--- config.mk ---
export PLATFORM = sky130hd
export DESIGN_NAME = box_outline_overlay_flat
export DESIGN_NICKNAME = d
export VERILOG_FILES = /design/src/rtl/boo_pkg.sv /design/src/rtl/boo_if.sv /design/src/rtl/boo_place.sv /design/src/rtl/boo_cell.sv /design/src/rtl/box_outline_overlay.sv /design/src/flat_wrapper.sv
export SDC_FILE = /design/constraint.sdc
export NUM_CORES = 2
export LEC_CHECK = 0
export BUFFER_PORTS_ARGS = -buffer_cell sky130_fd_sc_hd__buf_2
export CAP_MARGIN = 25
export CORE_MARGIN = 8
export CORE_UTILIZATION = 31
export DETAILED_ROUTE_END_ITERATION = 16
export HOLD_SLACK_MARGIN = 0.03
export PLACE_DENSITY = 0.45
export SETUP_SLACK_MARGIN = 0.1
export SLEW_MARGIN = 40
export SYNTH_ARGS = -nofsm -noshare
export SYNTH_HDL_FRONTEND = slang
export SYNTH_SLANG_ARGS = --single-unit
export TNS_END_PERCENT = 1
--- constraint.sdc ---
create_clock -name clk_i -period 29.7 [get_ports clk_i]
set_input_delay 2.97 -clock clk_i [delete_from_list [all_inputs] [get_ports clk_i]]
set_output_delay 2.97 -clock clk_i [all_outputs]
set_load 0.005 [all_outputs]
--- src/rtl/boo_pkg.sv ---
package boo_pkg;

  // Geometry of the overlay window and the box list
  localparam int MaxBoxes   = 8;
  localparam int WinW       = 640;
  localparam int WinH       = 480;

  // Count pips: 12x12 squares along the top of the window
  localparam int PipOrigin  = 8;
  localparam int PipPitch   = 18;
  localparam int PipSize    = 12;

  // Coordinate arithmetic width, wide enough for start + length sums
  localparam int CoordW     = 12;
  // Raw placement values before clamping
  localparam int RawW       = 11;
  // Product width of a Q0.16 (plus carry bit) value times a window dimension
  localparam int ProdW      = 28;

  // Configuration port
  localparam int CfgIdxW    = 2;
  localparam int CfgDataW   = 16;

  localparam logic [CfgIdxW-1:0] RegBoxColor  = 2'd0;
  localparam logic [CfgIdxW-1:0] RegLineThick = 2'd1;

  localparam logic [15:0] BoxColorRst  = 16'hF0F0;
  localparam logic [3:0]  LineThickRst = 4'd3;
  localparam logic [15:0] Transparent  = 16'h0000;

  typedef enum logic [1:0] {
    OpClear = 2'd0,
    OpAdd   = 2'd1,
    OpQuery = 2'd2,
    OpRsvd  = 2'd3
  } op_e;

  // Command presented to the placement front end
  typedef struct packed {
    op_e         op;
    logic [16:0] center_x;
    logic [16:0] center_y;
    logic [16:0] size_x;
    logic [16:0] size_y;
    logic [9:0]  pixel_x;
    logic [8:0]  pixel_y;
  } req_t;

  // Token that walks the chain of box cells
  typedef struct packed {
    op_e         op;
    logic [9:0]  px;
    logic [8:0]  py;
    logic        in_win;
    logic        hit;
    logic [9:0]  box_x;
    logic [8:0]  box_y;
    logic [10:0] box_w;
    logic [9:0]  box_h;
  } tok_t;

endpackage

--- src/rtl/boo_if.sv ---
// Command channel
interface boo_in_if;
  logic        valid;
  logic        ready;
  logic [1:0]  opcode;
  logic [16:0] center_x;
  logic [16:0] center_y;
  logic [16:0] size_x;
  logic [16:0] size_y;
  logic [9:0]  pixel_x;
  logic [8:0]  pixel_y;

  modport source (
    output valid, opcode, center_x, center_y, size_x, size_y, pixel_x, pixel_y,
    input  ready
  );
  modport sink (
    input  valid, opcode, center_x, center_y, size_x, size_y, pixel_x, pixel_y,
    output ready
  );
endinterface

// Pixel result channel
interface boo_out_if;
  logic        valid;
  logic        ready;
  logic [15:0] pixel_color;

  modport source (output valid, pixel_color, input ready);
  modport sink   (input valid, pixel_color, output ready);
endinterface

--- src/rtl/boo_place.sv ---
module boo_place (
  input  logic          clk_i,
  input  logic          rst_ni,
  input  logic          en_i,
  input  logic [3:0]    thick_i,
  input  logic          vld_i,
  input  boo_pkg::req_t req_i,
  output logic          vld_o,
  output boo_pkg::tok_t tok_o
);
  import boo_pkg::*;

  typedef struct packed {
    op_e              op;
    logic [9:0]       px;
    logic [8:0]       py;
    logic             in_win;
    logic [RawW-1:0]  len_x;
    logic [RawW-1:0]  st_x;
    logic [RawW-1:0]  len_y;
    logic [RawW-1:0]  st_y;
  } s1_t;

  s1_t  s1_d, s1_q;
  logic s1_vld_q;
  tok_t tok_d, tok_q;
  logic tok_vld_q;

  logic [ProdW-1:0] prod_lx, prod_ly, prod_sx, prod_sy;
  logic [17:0]      twice_x, twice_y, diff_x, diff_y;

  // Stage 1: scale size and corner offset by the window dimension
  always_comb begin
    twice_x = {req_i.center_x, 1'b0};
    twice_y = {req_i.center_y, 1'b0};
    diff_x  = twice_x - {1'b0, req_i.size_x};
    diff_y  = twice_y - {1'b0, req_i.size_y};
    prod_lx = ProdW'(req_i.size_x) * ProdW'(WinW);
    prod_ly = ProdW'(req_i.size_y) * ProdW'(WinH);
    prod_sx = ProdW'(diff_x) * ProdW'(WinW);
    prod_sy = ProdW'(diff_y) * ProdW'(WinH);

    s1_d.op     = req_i.op;
    s1_d.px     = req_i.pixel_x;
    s1_d.py     = req_i.pixel_y;
    s1_d.in_win = (req_i.pixel_x < 10'(WinW)) && (req_i.pixel_y < 9'(WinH));
    s1_d.len_x  = RawW'(prod_lx >> 16);
    s1_d.len_y  = RawW'(prod_ly >> 16);
    s1_d.st_x   = (twice_x > {1'b0, req_i.size_x}) ? RawW'(prod_sx >> 17) : '0;
    s1_d.st_y   = (twice_y > {1'b0, req_i.size_y}) ? RawW'(prod_sy >> 17) : '0;
  end

  // Stage 2: minimum size, saturate start, cut length to the window
  logic [RawW-1:0] two_t, lx, ly, sx, sy;

  always_comb begin
    two_t = RawW'({thick_i, 1'b0});
    lx = (s1_q.len_x < two_t) ? two_t : s1_q.len_x;
    ly = (s1_q.len_y < two_t) ? two_t : s1_q.len_y;
    sx = (s1_q.st_x > RawW'(WinW)) ? RawW'(WinW) : s1_q.st_x;
    sy = (s1_q.st_y > RawW'(WinH)) ? RawW'(WinH) : s1_q.st_y;
    if ((CoordW'(sx) + CoordW'(lx)) > CoordW'(WinW)) begin
      lx = RawW'(WinW) - sx;
    end
    if ((CoordW'(sy) + CoordW'(ly)) > CoordW'(WinH)) begin
      ly = RawW'(WinH) - sy;
    end

    tok_d.op     = s1_q.op;
    tok_d.px     = s1_q.px;
    tok_d.py     = s1_q.py;
    tok_d.in_win = s1_q.in_win;
    tok_d.hit    = 1'b0;
    tok_d.box_x  = 10'(sx);
    tok_d.box_y  = 9'(sy);
    tok_d.box_w  = 11'(lx);
    tok_d.box_h  = 10'(ly);
  end

  // Valid bits
  always_ff @(posedge clk_i or negedge rst_ni) begin
    if (!rst_ni) begin
      s1_vld_q  <= 1'b0;
      tok_vld_q <= 1'b0;
    end else if (en_i) begin
      s1_vld_q  <= vld_i;
      tok_vld_q <= s1_vld_q;
    end
  end

  // Payload
  always_ff @(posedge clk_i) begin
    if (en_i) begin
      s1_q  <= s1_d;
      tok_q <= tok_d;
    end
  end

  assign vld_o = tok_vld_q;
  assign tok_o = tok_q;

endmodule

--- src/rtl/boo_cell.sv ---
module boo_cell (
  input  logic                        clk_i,
  input  logic                        rst_ni,
  input  logic                        en_i,
  input  logic [3:0]                  thick_i,
  input  logic [boo_pkg::CoordW-1:0]  pip_x_i,
  input  logic                        vld_i,
  input  boo_pkg::tok_t               tok_i,
  output logic                        vld_o,
  output boo_pkg::tok_t               tok_o,
  output logic                        box_vld_o
);
  import boo_pkg::*;

  logic        box_vld_q, box_vld_d;
  logic [9:0]  x_q;
  logic [8:0]  y_q;
  logic [10:0] w_q;
  logic [9:0]  h_q;
  logic        store;

  tok_t tok_d, tok_q;
  logic vld_d, vld_q;

  logic [CoordW-1:0] px, py, t, x0, x1, y0, y1;
  logic              in_x, in_y, top, bot, lft, rgt, pip;

  // Outline and pip test against the box held here
  always_comb begin
    px = CoordW'(tok_i.px);
    py = CoordW'(tok_i.py);
    t  = CoordW'(thick_i);
    x0 = CoordW'(x_q);
    y0 = CoordW'(y_q);
    x1 = x0 + CoordW'(w_q);
    y1 = y0 + CoordW'(h_q);

    in_x = (px >= x0) && (px < x1);
    in_y = (py >= y0) && (py < y1);
    top  = in_x && (py >= y0) && (py < y0 + t);
    bot  = in_x && (py + t >= y1) && (py < y1);
    lft  = in_y && (px >= x0) && (px < x0 + t);
    rgt  = in_y && (px + t >= x1) && (px < x1);
    pip  = (px >= pip_x_i) && (px < pip_x_i + CoordW'(PipSize)) &&
           (py >= CoordW'(PipOrigin)) && (py < CoordW'(PipOrigin + PipSize));
  end

  // Token update: clear empties, first empty cell takes an add, query ORs hit
  always_comb begin
    tok_d     = tok_i;
    vld_d     = vld_i;
    box_vld_d = box_vld_q;
    store     = 1'b0;
    if (vld_i) begin
      case (tok_i.op)
        OpClear: box_vld_d = 1'b0;
        OpAdd: begin
          if (!box_vld_q) begin
            store     = 1'b1;
            box_vld_d = 1'b1;
            vld_d     = 1'b0;
          end
        end
        OpQuery: begin
          if (box_vld_q && tok_i.in_win && (top || bot || lft || rgt || pip)) begin
            tok_d.hit = 1'b1;
          end
        end
        default: ;
      endcase
    end
  end

  always_ff @(posedge clk_i or negedge rst_ni) begin
    if (!rst_ni) begin
      box_vld_q <= 1'b0;
      vld_q     <= 1'b0;
    end else if (en_i) begin
      box_vld_q <= box_vld_d;
      vld_q     <= vld_d;
    end
  end

  always_ff @(posedge clk_i) begin
    if (en_i) begin
      tok_q <= tok_d;
      if (store) begin
        x_q <= tok_i.box_x;
        y_q <= tok_i.box_y;
        w_q <= tok_i.box_w;
        h_q <= tok_i.box_h;
      end
    end
  end

  assign vld_o     = vld_q;
  assign tok_o     = tok_q;
  assign box_vld_o = box_vld_q;

endmodule

--- src/rtl/box_outline_overlay.sv ---
// Box outline overlay. Commands (clear list, add box, query pixel) are taken
// one per clock and flow in order through a two-stage placement front end and
// then a chain of one cell per box slot (eight by default); each cell holds one
// placed box and tests every passing pixel query against its outline and its
// count pip. A query result is registered after the placement stages and all cells,
// and throughput is one command per cycle, limited only by backpressure on the
// result channel, which stalls the whole chain. Clears and adds give no result;
// an add with the list full is dropped. No clearing pass is needed after reset.
module box_outline_overlay (
  input  logic                          clk_i,
  input  logic                          rst_ni,
  boo_in_if.sink                        in_i,
  boo_out_if.source                     out_o,
  input  logic                          cfg_we_i,
  input  logic [boo_pkg::CfgIdxW-1:0]   cfg_idx_i,
  input  logic [boo_pkg::CfgDataW-1:0]  cfg_data_i
);
  import boo_pkg::*;

  logic [15:0] color_q;
  logic [3:0]  thick_q;
  logic        en;
  req_t        req;

  tok_t                chain_tok [MaxBoxes+1];
  logic [MaxBoxes:0]   chain_vld;
  logic [MaxBoxes-1:0] cell_vld;

  logic        out_vld_q;
  logic [15:0] out_data_q;

  // Configuration registers
  always_ff @(posedge clk_i or negedge rst_ni) begin
    if (!rst_ni) begin
      color_q <= BoxColorRst;
      thick_q <= LineThickRst;
    end else if (cfg_we_i) begin
      unique case (cfg_idx_i)
        RegBoxColor:  color_q <= cfg_data_i;
        RegLineThick: thick_q <= cfg_data_i[3:0];
        default: ;
      endcase
    end
  end

  // Whole pipeline advances unless a result waits on a stalled sink
  assign en         = !(out_vld_q && !out_o.ready);
  assign in_i.ready = en;

  always_comb begin
    req.op       = op_e'(in_i.opcode);
    req.center_x = in_i.center_x;
    req.center_y = in_i.center_y;
    req.size_x   = in_i.size_x;
    req.size_y   = in_i.size_y;
    req.pixel_x  = in_i.pixel_x;
    req.pixel_y  = in_i.pixel_y;
  end

  boo_place u_place (
    .clk_i   (clk_i),
    .rst_ni  (rst_ni),
    .en_i    (en),
    .thick_i (thick_q),
    .vld_i   (in_i.valid),
    .req_i   (req),
    .vld_o   (chain_vld[0]),
    .tok_o   (chain_tok[0])
  );

  // Chain of box cells
  for (genvar g = 0; g < MaxBoxes; g++) begin : g_cell
    boo_cell u_cell (
      .clk_i     (clk_i),
      .rst_ni    (rst_ni),
      .en_i      (en),
      .thick_i   (thick_q),
      .pip_x_i   (CoordW'(PipOrigin + g * PipPitch)),
      .vld_i     (chain_vld[g]),
      .tok_i     (chain_tok[g]),
      .vld_o     (chain_vld[g+1]),
      .tok_o     (chain_tok[g+1]),
      .box_vld_o (cell_vld[g])
    );
  end

  // Result register: only queries leave the chain as a transfer
  always_ff @(posedge clk_i or negedge rst_ni) begin
    if (!rst_ni) begin
      out_vld_q <= 1'b0;
    end else if (en) begin
      out_vld_q <= chain_vld[MaxBoxes] && (chain_tok[MaxBoxes].op == OpQuery);
    end
  end

  always_ff @(posedge clk_i) begin
    if (en) begin
      out_data_q <= chain_tok[MaxBoxes].hit ? color_q : Transparent;
    end
  end

  assign out_o.valid       = out_vld_q;
  assign out_o.pixel_color = out_data_q;

  // A waiting result holds its value until it transfers
  a_hold : assert property (@(posedge clk_i) disable iff (!rst_ni)
    (out_o.valid && !out_o.ready) |=> (out_o.valid && $stable(out_o.pixel_color)))
    else $error("result changed while waiting");

  // A stalled result freezes the chain
  a_stall : assert property (@(posedge clk_i) disable iff (!rst_ni)
    (out_vld_q && !out_o.ready) |=> ($stable(chain_vld) && $stable(cell_vld)))
    else $error("chain moved during result stall");

  // A new result comes only from a query leaving the chain
  a_src : assert property (@(posedge clk_i) disable iff (!rst_ni)
    $rose(out_vld_q) |-> $past(chain_vld[MaxBoxes] &&
                               (chain_tok[MaxBoxes].op == OpQuery)))
    else $error("result without a query");

endmodule
--- src/flat_wrapper.sv ---
// flat-port wrapper written by rule: the top's interface ports become plain ports
module box_outline_overlay_flat import boo_pkg::*;
  (clk_i, rst_ni, cfg_we_i, cfg_idx_i, cfg_data_i, in_i_valid, in_i_opcode, in_i_center_x, in_i_center_y, in_i_size_x, in_i_size_y, in_i_pixel_x, in_i_pixel_y, in_i_ready, out_o_valid, out_o_pixel_color, out_o_ready);
  boo_in_if in_i_i ();
  boo_out_if out_o_i ();
  input  logic clk_i;
  input  logic rst_ni;
  input  logic cfg_we_i;
  input  logic [boo_pkg::CfgIdxW-1:0] cfg_idx_i;
  input  logic [boo_pkg::CfgDataW-1:0] cfg_data_i;
  input wire logic [$bits(in_i_i.valid)-1:0] in_i_valid;
  input wire logic [$bits(in_i_i.opcode)-1:0] in_i_opcode;
  input wire logic [$bits(in_i_i.center_x)-1:0] in_i_center_x;
  input wire logic [$bits(in_i_i.center_y)-1:0] in_i_center_y;
  input wire logic [$bits(in_i_i.size_x)-1:0] in_i_size_x;
  input wire logic [$bits(in_i_i.size_y)-1:0] in_i_size_y;
  input wire logic [$bits(in_i_i.pixel_x)-1:0] in_i_pixel_x;
  input wire logic [$bits(in_i_i.pixel_y)-1:0] in_i_pixel_y;
  output wire logic [$bits(in_i_i.ready)-1:0] in_i_ready;
  output wire logic [$bits(out_o_i.valid)-1:0] out_o_valid;
  output wire logic [$bits(out_o_i.pixel_color)-1:0] out_o_pixel_color;
  input wire logic [$bits(out_o_i.ready)-1:0] out_o_ready;
  assign in_i_i.valid = in_i_valid;
  assign in_i_i.opcode = in_i_opcode;
  assign in_i_i.center_x = in_i_center_x;
  assign in_i_i.center_y = in_i_center_y;
  assign in_i_i.size_x = in_i_size_x;
  assign in_i_i.size_y = in_i_size_y;
  assign in_i_i.pixel_x = in_i_pixel_x;
  assign in_i_i.pixel_y = in_i_pixel_y;
  assign in_i_ready = in_i_i.ready;
  assign out_o_valid = out_o_i.valid;
  assign out_o_pixel_color = out_o_i.pixel_color;
  assign out_o_i.ready = out_o_ready;
  box_outline_overlay u_core (.clk_i(clk_i), .rst_ni(rst_ni), .in_i(in_i_i), .out_o(out_o_i), .cfg_we_i(cfg_we_i), .cfg_idx_i(cfg_idx_i), .cfg_data_i(cfg_data_i));
endmodule
==> impl_metrics.yaml <==
worst_setup_path:
  max_stage_delay_ns: 0.58
  path_max_fanout: 7
  worstSetupPathType: "input pin to flop"
  critPathCaptureType: "flop"
  arrival_ns: 8.39
  start_kind: "input pin"
  worst_path_most_repeated_cell: "a21oi_1"
  crit_slowest_cell: "xnor2_1"
  worstPathRequired_ns: 30.14
  path_cells: "buf_2 > inv_1 > ha_1 > a21oi_1 > o21bai_1 > a21oi_1 > o21ai_0 > a21oi_1 > o21bai_1 > a21oi_1 > xnor2_1 > xnor2_1 > fa_1 > inv_1 > ha_1 > a211o_1 > or3_1 > a31oi_1 > o21bai_1 > a41o_1 > o211ai_1 > nand2b_1 > a211oi_1 > a211oi_1"
global_routing:
  grt_antenna_before_repair: 4
  grtUsageMet3: 0.0186
  grt_first_pass_wirelength_mm: 242
  grtUsageTotal: 0.141
  grtUsageMet1: 0.165
  grt.met2_usage: 0.262
  gr-total-overflow: 0
  grt_max_degree: 100
  grt_pass1_vias: 42800
  gr-max-usage-layer: "met2"
placement:
  hpwl_mm: 124
  gp_congestion: 0.848
  portBuffers: 129
  dp_slack_ns: 20.94
synthesis:
  netlist-cell-type-count: 97
  synthFlopType: "edfxtp_1"
  avgSynthCellArea_um2: 11.7
  synth_edf_count: 906
  netlist_instances: 5377
  async_flop_share: 0.0413
  synth_seq_cells: 945
  syn_area_um2: 63000
  yosysSeqAreaShare: 0.447
  yosys_warnings: 0
layout:
  final_cell_mix: "ha_1, edfxtp_1, inv_1, a21oi_1, o21ai_0"
  syn2layout_area_growth_pct: 12.7
  fin_nets: 6848
  fillers: 19900
  drive_above_1_share: 0.0796
  final_common_cell: "ha_1"
detailed_routing:
  drc: 0
  dr.pass1.iters: 5
  wl_per_cell_um: 18.6
  vias_per_cell: 4.87
  wirelength_mm: 156
  antenna_left: 0
  num_vias: 40800
  dr.first_iter.drc_count: 1641
power_and_ir_drop:
  cellPowerDensity_nw_per_um2: 98.1
  ir_worst_vdd_uv: 50.4
  power.leakage_nw: 30.0
clock_tree:
  clk_latency_ns: 0.71
  cts_resized: 0
  clkSlewWorstSetupHoldPaths_ns: 0.06
  cts_root_buffer: "clkbuf_16"
  cts_tree: "built"
  cts_setup_buffers: 0
  htreeDepth: 3
  cts_hold_buffers: 0
  cts.path.max_buffers: 3
  cts_num_sinks: 945
  cts_made_buffers: 108
die:
  die_h_um: 467
  die-area_um2: 218000
  initial_core_util: 0.312
  io_pins: 130
  rows: 165
  fp.dieW_um: 467
  core_area_um2: 202000
timing:
  drv_slew: 0
  tightestPinTransition_ns: 0.779
  fin_crit_ns: 7.95
  tns_ns: 0
  finalSetupViolCount: 0
  max_slew_margin: 0.479
  rsz0062_at_grt: "no"
  setup_ws_ns: 21.75
  hold_viol_final: 0
  post-route-period-util: 0.268
  fin_worst_skew_ns: 0.0275
  max_freq_mhz: 126
flow_run:
  maxCapViolations: 0
run_status:
  status: "completed"
min_path:
  min_path_type: "flop to flop"
## through the flow
step	utilization	instance area [um2]	instances	power, W	hold slack, ns
final	0.352	71100	8389	0.00697	0.415
after global routing	0.352	71000	8388	0.00760	0.422
after CTS	0.352	71000	8387	0.00711	0.420
after detailed placement	0.333	67300	8183	0.00565	0.405
after global placement	0.333	67200	8183	0.00559	0.403
after floorplan	-	63000	5378	0.00473	0.400
## synth_stat cells, types with 8 or more instances
cell | n | area [um2]
nand2b_1 | 111 | 694
dfrtp_1 | 29 | 726
nor4_1 | 34 | 213
a21o_1 | 188 | 1410
a221o_1 | 8 | 80.1
nor2_1 | 268 | 1010
xor2_1 | 162 | 1420
xnor2_1 | 265 | 2320
nor2b_1 | 101 | 632
or2_2 | 20 | 125
dfstp_2 | 10 | 263
and2_1 | 30 | 188
clkbuf_1 | 25 | 93.8
o2111ai_1 | 14 | 123
nand4_1 | 43 | 269
mux2_1 | 13 | 146
inv_1 | 432 | 1620
o21ai_1 | 27 | 135
o21bai_1 | 32 | 240
mux2i_1 | 13 | 130
maj3_1 | 19 | 190
fa_1 | 110 | 2200
a41oi_1 | 9 | 78.8
o21ai_0 | 266 | 1330
edfxtp_1 | 906 | 27200
a211oi_1 | 49 | 368
nand4b_1 | 8 | 70.1
nand3_1 | 105 | 526
or3_1 | 34 | 213
nor3_1 | 87 | 435
and3_1 | 37 | 231
nand3b_1 | 13 | 97.6
a211o_1 | 11 | 96.3
o211ai_1 | 41 | 308
o21a_1 | 87 | 653
a21oi_1 | 311 | 1560
nor3b_1 | 8 | 60.1
a21boi_0 | 20 | 150
o31ai_1 | 10 | 75.1
a31oi_1 | 29 | 181
mux2_2 | 45 | 507
ha_1 | 1005 | 12600
nand2_1 | 195 | 732
a2111oi_0 | 14 | 123
## critical path, delay by kind of cell
kind,cells,cell delay [ns]
fa+ha+maj,3,1.15
compound gates,14,2.79
simple gates,2,0.45
buf+inv,3,0.27
xor+xnor,2,0.76
## power by group
part,total (W),switching (W),internal [W],leakage [nW]
logic,0.00291,0.00159,0.00132,18.5
registers,0.00266,0.000514,0.00214,9.72
clock network,0.00141,0.000565,0.000842,1.82
total,0.00697,0.00267,0.00430,30.0
## logic make-up (layout without fill, tap and decap cells)
kind of cell,count (synthesis),in the layout,share of synthesized area
AOI/OAI and AO/OA,1212,1212,0.124
xor gates and xnor gates,428,428,0.0596
adders and majority gates,1134,1134,0.237
buffers and inverters,461,798,0.0276
DFF,945,945,0.447
muxes,71,71,0.0124
other,1,4,0.0000595
and+or+nand+nor,1125,1125,0.0913
## cell type report
type	count	area [um2]	area share
Antenna cell	2	5.00	0.0000704
Clock buffer	121	2820	0.0396
Clock inverter	83	947	0.0133
Inverter	432	1630	0.0229
Multi-Input combinational cell	3972	33200	0.467
Sequential cell	945	28200	0.397
Tap cell	2672	3340	0.0471
Timing Repair Buffer	162	907	0.0128
## registers in the layout (all words and copies together) (netlist names), 4 cells and up
name                            flops
u_core.u_place.s1_q                64
u_core.thick_q                      4
u_core.g_cell.u_cell.vld_o          8
u_core.u_place.tok_o               62
u_core.g_cell.u_cell.y_q           72
u_core.g_cell.u_cell.box_vld_o      8
u_core.g_cell.u_cell.w_q           88
u_core.g_cell.u_cell.h_q           80
u_core.out_o.pixel_color           16
u_core.g_cell.u_cell.x_q           80
u_core.g_cell.u_cell.tok_o        444
u_core.color_q                     16
## path summary, 6_finish.rpt
path	endpoint	slack [ns]	depth (start not counted)	from
min	u_core.u_place.tok_o[46]	0.41	0	u_core.u_place.s1_q[49]
max	u_core.u_place.s1_q[8]	21.75	24	in_i_size_y[1]
min in group asynchronous	u_core.color_q[10]	2.25	1	rst_ni
max reg2reg	u_core.u_place.tok_o[8]	23.94	19	u_core.thick_q[0]
min reg2reg	u_core.u_place.tok_o[46]	0.41	0	u_core.u_place.s1_q[49]
max in group asynchronous	u_core.thick_q[2]	27.03	1	rst_ni
## per-layer routing
layer / part of all wire / routed length (um)
met1: 0.43 / 66300
met2: 0.51 / 79400
met3: 0.024 / 3790
met4: 0.041 / 6320
met5: 0.000083 / 13
Power figures use the tool's default switching activity.
